## src/hw/rtl/gamm_pkg.sv

```systemverilog
`default_nettype none
package gamm_pkg;
    localparam int GroupsDefault  = 256;
    localparam int ColumnsDefault = 16;
    localparam int RowBitsDefault = 31;

    typedef enum logic [1:0] {
        FUNC_ACC   = 2'd0,
        FUNC_READ  = 2'd1,
        FUNC_CLEAR = 2'd2,
        FUNC_READ3 = 2'd3
    } func_t;

    typedef enum logic [2:0] {
        CFG_FIND_MAX = 3'd0,
        CFG_SKIP     = 3'd1,
        CFG_USE_MASK = 3'd2,
        CFG_COLS     = 3'd3,
        CFG_SINGLE   = 3'd4
    } cfg_idx_t;

    typedef enum logic [2:0] {
        ST_IDLE,
        ST_WIPE,
        ST_READ,
        ST_UPDATE,
        ST_OUT
    } state_t;

    // controller -> datapath
    typedef struct packed {
        logic load;     // capture input transfer
        logic wipe;     // write zero entry at wipe address
        logic wipe_adv; // step wipe counter
        logic rd;       // issue slot read
        logic upd;      // compute and write back, load result
    } dp_cmd_t;

    // datapath -> controller
    typedef struct packed {
        logic wipe_done;
    } dp_sts_t;

    // Total order key: true when a is strictly less than b (both non-NaN handled outside).
    function automatic logic fp_less(input logic [63:0] a, input logic [63:0] b,
                                     input logic sp);
        logic        sa, sb;
        logic [62:0] ma, mb;
        logic        za;
        begin
            if (sp) begin
                sa = a[31]; sb = b[31];
                ma = {32'd0, a[30:0]}; mb = {32'd0, b[30:0]};
            end else begin
                sa = a[63]; sb = b[63];
                ma = a[62:0]; mb = b[62:0];
            end
            za = (ma == 63'd0) && (mb == 63'd0);
            if (za) fp_less = 1'b0;
            else if (sa != sb) fp_less = sa;
            else if (sa) fp_less = ma > mb;
            else fp_less = ma < mb;
        end
    endfunction

    function automatic logic fp_nan(input logic [63:0] v, input logic sp);
        begin
            if (sp) fp_nan = (v[30:23] == 8'hFF) && (v[22:0] != 23'd0);
            else    fp_nan = (v[62:52] == 11'h7FF) && (v[51:0] != 52'd0);
        end
    endfunction
endpackage
`default_nettype wire

```

## src/hw/rtl/gamm_ctrl.sv

```systemverilog
`default_nettype none
module gamm_ctrl
    import gamm_pkg::*;
(
    input  wire logic    aclk,
    input  wire logic    aresetn,
    input  wire logic    s_tvalid,
    output logic         s_tready,
    output logic         m_tvalid,
    input  wire logic    m_tready,
    output dp_cmd_t      cmd,
    input  wire dp_sts_t sts
);
    state_t state_reg, state_next;

    always_ff @(posedge aclk) begin
        if (!aresetn) begin
            state_reg <= ST_WIPE;
        end else begin
            state_reg <= state_next;
        end
    end

    always_comb begin
        state_next = state_reg;
        cmd        = '0;
        s_tready   = 1'b0;
        m_tvalid   = 1'b0;
        case (state_reg)
            ST_WIPE: begin
                cmd.wipe     = 1'b1;
                cmd.wipe_adv = 1'b1;
                if (sts.wipe_done) state_next = ST_IDLE;
            end
            ST_IDLE: begin
                s_tready = 1'b1;
                if (s_tvalid) begin
                    cmd.load   = 1'b1;
                    state_next = ST_READ;
                end
            end
            ST_READ: begin
                cmd.rd     = 1'b1;
                state_next = ST_UPDATE;
            end
            ST_UPDATE: begin
                cmd.upd    = 1'b1;
                state_next = ST_OUT;
            end
            ST_OUT: begin
                m_tvalid = 1'b1;
                if (m_tready) state_next = ST_IDLE;
            end
            default: state_next = ST_IDLE;
        endcase
    end
endmodule
`default_nettype wire

```

## config.mk

```make
export PLATFORM = sky130hd
export DESIGN_NAME = gamm_ctrl
export DESIGN_NICKNAME = d
export VERILOG_FILES = /design/src/hw/rtl/gamm_pkg.sv /design/src/hw/rtl/gamm_ctrl.sv
export SDC_FILE = /design/constraint.sdc
export NUM_CORES = 1
export LEC_CHECK = 0
export ABC_AREA = 1
export BUFFER_PORTS_ARGS = -buffer_cell sky130_fd_sc_hd__buf_4
export CORE_AREA = 10 10 47 49
export DETAILED_ROUTE_END_ITERATION = 10
export DIE_AREA = 0 0 57 59
export PLACE_DENSITY_LB_ADDON = 0.3
export SLEW_MARGIN = 20
export SYNTH_ARGS = -nofsm -noshare
export SYNTH_HDL_FRONTEND = slang
export SYNTH_SLANG_ARGS = --single-unit
```

## constraint.sdc

```tcl
create_clock -name aclk -period 1.1 [get_ports aclk]
set_input_delay 0.055 -clock aclk [delete_from_list [all_inputs] [get_ports aclk]]
set_output_delay 0.055 -clock aclk [all_outputs]
set_load 0.02 [all_outputs]
```

# Word-level counts from Yosys, hierarchy flattened
# Index checks and enable logic that the tools add are counted.
dict set report word_totals {
  reg_bits 3
  latch_bits 0
  ram_bits 0
  rom_bits 0
  in_bits 5
  output_inout_bits 7
  wordCells 21
  memories 0
}
dict set report op_classes {
  add_sub_neg 0
  mul 0
  div_mod_pow 0
  magnitude_cmp 0
  eq_ne 7
  shift 0
  mux 11
  n_bitwise 0
  reduce_logical 2
}
# cell count
set op_table {}
lappend op_table {{one-hot mux 3 bit (5 select lines)} 1}
lappend op_table {{2-to-1 mux 3 bit} 3}
lappend op_table {{== test 3 x 2 -> 1 bit (second input constant)} 2}
lappend op_table {{2-to-1 mux 1 bit} 6}
lappend op_table {{!= test 2 bit (second input constant)} 3}
lappend op_table {{== test 3 x 1 -> 1 bit (second input constant)} 1}
lappend op_table {{== test 3 bit (second input constant)} 1}
lappend op_table {{zero test 3 bit} 1}
lappend op_table {{AND reduction 3 bit} 1}
lappend op_table {{2-to-1 mux 2 bit} 1}

# Longest topological paths before layout
# Gate-level depths: netlist of the first run.
dict set report logic_depth {
  word_depth 3
  ltp_mapped 5
  ltp_nobuf 5
}

# Worst setup path before layout of the first run
# No wires, ideal clock.
dict set report synth_timing {
  kind {reg-to-output}
  start {register state_reg[1]}
  end {output cmd[3] in the netlist's numbering}
  t_arrival_ns 1.162
  t_required_ns 1.045
  path_slack_ns -0.117
  path_stages_with_launch 3
  path_buffers 1
  path_cell_list {dfxtp_1 -> nor3_1 -> buf_4}
}
# item line_no
set synth_rtl {}
lappend synth_rtl {{start: declaration} gamm_ctrl.sv:14} ;# state_t state_reg, state_next;
lappend synth_rtl {{start signal: assignment} gamm_ctrl.sv:20} ;# state_reg <= state_next;
lappend synth_rtl {{end: declaration} gamm_ctrl.sv:11} ;# output dp_cmd_t cmd,

==> results of run 1 <==
worst max-delay path, delay by kind of cell (launching register included):
kind,cells,cell delay (ns)
flip-flops,1,0.35
AND/OR/NAND/NOR,3,0.28
buffers and inverters,1,0.15
power by group:
part	internal, mW	leakage [nW]	switching, mW	total (mW)
sequential	0.118	0.0258	0.0122	0.130
clock	0.136	0.0150	0.0618	0.198
combinational	0.0618	0.150	0.0709	0.133
area by class of cell:
type	count	area, um2
Tap cell	16	20.0
Fill cell	170	1060
Multi-Input combinational cell	18	108
Clock buffer	4	26.3
Sequential cell	3	66.3
Inverter	8	30.0
Timing Repair Buffer	12	93.8
kinds of logic after synthesis:
kind of cell | count (synthesis)
and+or+nand+nor | 17
buffers and inverters | 10
DFF | 3
AOI/OAI and AO/OA | 1
through the flow:
| step | cell area, um2 | utilization |
|---|---|---|
| floorplan | 198 | - |
| detailed placement | 285 | 0.204 |
| global placement | 285 | 0.204 |
| CTS | 325 | 0.232 |
| finish | 344 | 0.246 |
| global route | 344 | 0.246 |
cell usage after synthesis:
cell type,n
inv_1,7
nor2_1,6
nand2_1,5
nand3_1,4
dfxtp_1,3
buf_4,2
a21boi_2,1
inv_2,1
nand3_2,1
nor3_1,1
per-layer routing:
metal  part of all wire  up-vias
met1               0.46       90
met4              0.030        0
met2               0.39       11
li1                   -      118
met5                  0        -
met3               0.12        2
worst paths after layout:
check,startpoint,cells after the start,slack [ns],to
setup / recovery,state_reg[0]$_SDFFE_PN1P_,4,0.02,cmd[4]
hold reg to reg,state_reg[1]$_SDFFE_PN0P_,2,0.52,state_reg[2]$_SDFFE_PN0P_
setup reg to reg,state_reg[0]$_SDFFE_PN1P_,5,0.25,state_reg[1]$_SDFFE_PN0P_
hold / removal,aresetn,2,0.01,state_reg[0]$_SDFFE_PN1P_
timing repair:
item / CTS / global route
endpoints found under the setup margin: 4 / 6
setup buffers: 0 / 1
gates resized for setup: 6 / 5
pin swaps: 1 / 1
hold buffers: 0 / 0
==> results.ini, run 1 <==
[setup_path]
cp_data_required_time_ns=1.04
cp_slowest_cell=dfxtp_4
arrival_ns=1.02
critPathMaxFanout=4
startpoint_type=flop
end_kind=output port
path_cells=nor2_4 > nand2_2 > nor2_1 > buf_4
setup.worst_path.class=flop to output port
slowest_delay_ns=0.35

[synth]
synth_seq_area_share=0.312
synth_warnings=0
ys_seq_elements=3
synthMuxAreaShare=0
synthSimpleGateAreaFrac=0.396
netlist_area_um2=193
synth_top_family_by_area=simple AND/OR/NAND/NOR gates
ys_types=10
synth_xor_area_frac=0
netlist_instances=31
synth_fa_ha_area_frac=0
yosys.area.top_type=dfxtp_1
synth_compound_area_frac=0.0584
avgSynthCellArea_um2=6.22
syn-num-nets=36
synth_top_area_share=0.312
synth_area_leaders=dfxtp_1, inv_1, nor2_1

[sta]
max_freq_mhz=928
whs_ns=0.0120
min_period_ns=1.08
worst_pin_slew_ns=0.155
fin_skew_ns=0.00170
timing.final.crit_share=0.980
setup_viol=0
hold_viol_final=0
slew_headroom=0.896
rsz0062_at_grt=true
slew_violations=0
fin_setup_tns_ns=0
setup_slack_ns=0.0224

[layout]
final_cell_mix=buf_4, inv_1, nor2_1, nand3_1
area_growth_syn_to_layout_pct=78.6
antenna_cells=0
largest_reg_flops=3
final_common_cell=buf_4
final_nets=51
finalNonFillerCells=61
drive_above_1_share=0.600

[cts]
cts_made_buffers=3
cts.root.buffer_cell=clkbuf_4
path_clk_slew_ns=0.04
clk_latency_ns=0.24
cts.sinks=3
htree_levels=1
ctsLongestPathBuffers=2
cts_tree=yes

[pwr]
powerDensity_nw_per_um2=1340
p_leak_nw=0.191
ir_drop_mv=0.279
finalPower_uw=461

[grt]
grt_util_met2=0.0372
grt_first_pass_wirelength_um=903
use_met1=0.0379
grt-busiest-layer=met4
grt_pass1_vias=238
grtUsageMet3=0.0258
gr-usage-all-layers=0.0371
antenna_found_initial=0
grt_max_degree=7
overflow=0

[placed_design]
placedCellCount=56
dp_hpwl_um=443
gp_congestion=0.699
dp_slack_ns=0.146
io_buffers=11

[floorplanning]
coreArea_um2=1400
initial_utilization=0.138
io_pins=12
die_width_um=57
rows=14
die_y_um=59
dieArea_um2=3360

[routing]
routedWlPerCell_um=8.80
drc=0
vias_per_cell=3.62
drt-initial-drc-count=2
dr.pass1.iters=3
ant_nets=0
totalWireLength_um=537
via_count=221

[run_status]
status=finished, final reports clean

[job]
cap_violations=0

[hold_path]
min_path_type=input port to flop

Note: power is estimated with default switching activity, not from simulation.
==> inputs of run 2 (changes only) <==
--- a/config.mk
+++ b/config.mk
@@ -10,6 +10,7 @@
 export CORE_AREA = 10 10 47 49
 export DETAILED_ROUTE_END_ITERATION = 10
 export DIE_AREA = 0 0 57 59
+export HOLD_SLACK_MARGIN = 0.15
 export PLACE_DENSITY_LB_ADDON = 0.3
 export SLEW_MARGIN = 20
 export SYNTH_ARGS = -nofsm -noshare
==> run 2 against run 1 <==
Highest routed layer unchanged. Sequential power about the same. Worst hold slack improved by 0.19 ns. Core utilization rose by 2.1 points. Non-clock buffer count up 3. Combinational power increased by 6%.
==> results.ini, run 2 (synthesized netlist as in run 1, its figures left out) <==
[floorplanning]
die_y_um=59  ; unchanged
rows=14  ; unchanged
dieArea_um2=3360  ; unchanged
io_pins=12  ; unchanged
coreArea_um2=1400  ; unchanged
initial_utilization=0.138  ; unchanged
die_width_um=57  ; unchanged

[layout]
final_cell_mix=buf_4, inv_1, nor2_1, nand3_1
num-fill-cells=167  ; -1.8%
multiInputGateArea_um2=108  ; unchanged
finalNonFillerCells=64  ; +4.9%
post-route-util=0.267  ; +0.0214
area_growth_syn_to_layout_pct=94.2
largest_reg_flops=3  ; unchanged
regArea_um2=66.3  ; unchanged
antenna_cells=0  ; unchanged
final_common_cell=buf_4
drive_above_1_share=0.563  ; -0.0375
final_nets=54  ; +5.9%

[setup_path]
arrival_ns=1.02  ; about the same
cp_data_required_time_ns=1.04  ; about the same
r2r_cells=5  ; unchanged
startpoint_type=flop
r2r-start=state_reg[0]$_SDFFE_PN1P_
r2r_end=state_reg[1]$_SDFFE_PN0P_
setup.worst_path.class=flop to output port
end_kind=output port
critPathMaxFanout=4  ; unchanged
r2r_slack_ns=0.25  ; about the same

[routing]
totalWireLength_um=553  ; +3.0%
wl_met2_um=221  ; +4.7%
wl_met3_um=48  ; -25%
drt-met1-wl_um=266  ; +8.6%
vias_per_cell=3.61  ; -0.37%
drt-initial-drc-count=2  ; unchanged
ant_nets=0  ; unchanged
top_layer=met4
routedWlPerCell_um=8.64  ; -1.8%
via_count=231  ; +4.5%
drc=0  ; unchanged
dr.pass1.iters=3  ; unchanged

[cts]
path_clk_slew_ns=0.04  ; about the same
htree_levels=1  ; unchanged
clk_latency_ns=0.24  ; about the same
cts_tree=yes
cts.root.buffer_cell=clkbuf_4
ctsLongestPathBuffers=2  ; unchanged
cts_made_buffers=3  ; unchanged
cts.sinks=3  ; unchanged

[hold_path]
whs_path_depth=5  ; +3
min_to=state_reg[1]$_SDFFE_PN0P_
worstHoldStart=s_tvalid
min_path_type=input port to flop

[sta]
hold_viol_final=0  ; unchanged
max_freq_mhz=928  ; about the same
fin_skew_ns=0.00154  ; -0.000152 ns
slew_violations=0  ; unchanged
whs_ns=0.197  ; +0.185 ns
min_period_ns=1.08  ; -0.000279 ns
setup_viol=0  ; unchanged
rsz0062_at_grt=true
timing.final.crit_share=0.979  ; about the same
worst_pin_slew_ns=0.155  ; unchanged
slew_headroom=0.896  ; unchanged

[pwr]
p_int_uw=323  ; +2.2%
p_switching_uw=146  ; +0.86%
p_seq_frac=0.278  ; -0.004
switching_share=0.312  ; -0.00280
ir_drop_mv=0.298  ; +6.7%
combPwrFrac=0.301  ; +0.013
powerDensity_nw_per_um2=1250  ; -6.4%
power.share.clock=0.422  ; -0.008
p_leak_nw=0.203  ; +6.6%

[grt]
grt_max_degree=7  ; unchanged
antenna_found_initial=0  ; unchanged
overflow=0  ; unchanged
grt_first_pass_wirelength_um=966  ; +7.0%
grt_pass1_vias=253  ; +6.3%
gr-usage-all-layers=0.0389  ; +0.00176

[job]
cap_violations=0  ; unchanged

[run_status]
status=finished, final reports clean

[placed_design]
io_buffers=11  ; unchanged
placedCellCount=56  ; unchanged
dp_hpwl_um=443  ; unchanged
gp_congestion=0.699  ; unchanged

==> run 2: what timing repair did <==
| action | in CTS | in global routing |
|---|---|---|
| setup buffers | 0 | 1 |
| resized for setup | 6 | 5 |
| endpoints found under the setup margin | 4 | 6 |
| pin swaps | 1 | 1 |
| hold buffers | 3 | 0 |
| hold endpoints to repair | 3 | 0 |
==> run 2: per-layer routing <==
metal	global-route usage	vias to the layer above
met4	0.0604	0
li1	-	124
met1	0.0404	94
met3	0.0215	2
met5	0	-
met2	0.0434	11
==> run 2: per-stage QoR <==
stage | setup WS, ns | TNS [ns] | instance area, um2 | power (mW)
finish | 0.0227 | 0 | 374 | 0.469
detailed placement | 0.146 | 0 | 285 | 0.248
floorplan | 0.0994 | 0 | 198 | 0.204
global route | -0.0429 | -0.123 | 374 | 0.510
global placement | 0.159 | 0 | 285 | 0.248
CTS | -0.0249 | -0.0249 | 355 | 0.469
==> run 2: worst max-delay path by stage <==
stage / start / to / depth (start not counted)
floorplan: state_reg[1]$_SDFFE_PN0P_ / cmd[3] / 2
global route: state_reg[0]$_SDFFE_PN1P_ / cmd[4] / 4
CTS: state_reg[0]$_SDFFE_PN1P_ / cmd[0] / 5
finish: state_reg[0]$_SDFFE_PN1P_ / cmd[4] / 4
global placement: state_reg[2]$_SDFFE_PN0P_ / cmd[4] / 4
detailed placement: state_reg[2]$_SDFFE_PN0P_ / cmd[4] / 4
==> run 2: worst max-delay path, stage by stage, from the launching register on <==
cell and delay, ns:
dfxtp_4 0.35, nor2_4 0.14, nand2_2 0.06, nor2_1 0.08
buf_4 0.15
==> run 2: power groups by stage <==
stage	Clock, mW	Combinational, mW	Sequential (mW)
global route	0.222	0.155	0.132
finish	0.198	0.141	0.130
detailed placement	0	0.120	0.127
floorplan	0	0.0782	0.126
global placement	0	0.120	0.128
CTS	0.207	0.132	0.130
==> run 2: area by class of cell <==
class,instances,area share
well taps,16,0.0535
repair buffers,15,0.331
inverters,8,0.0803
multi-input cells,18,0.288
flip-flops and latches,3,0.177
clock buffers,4,0.0702
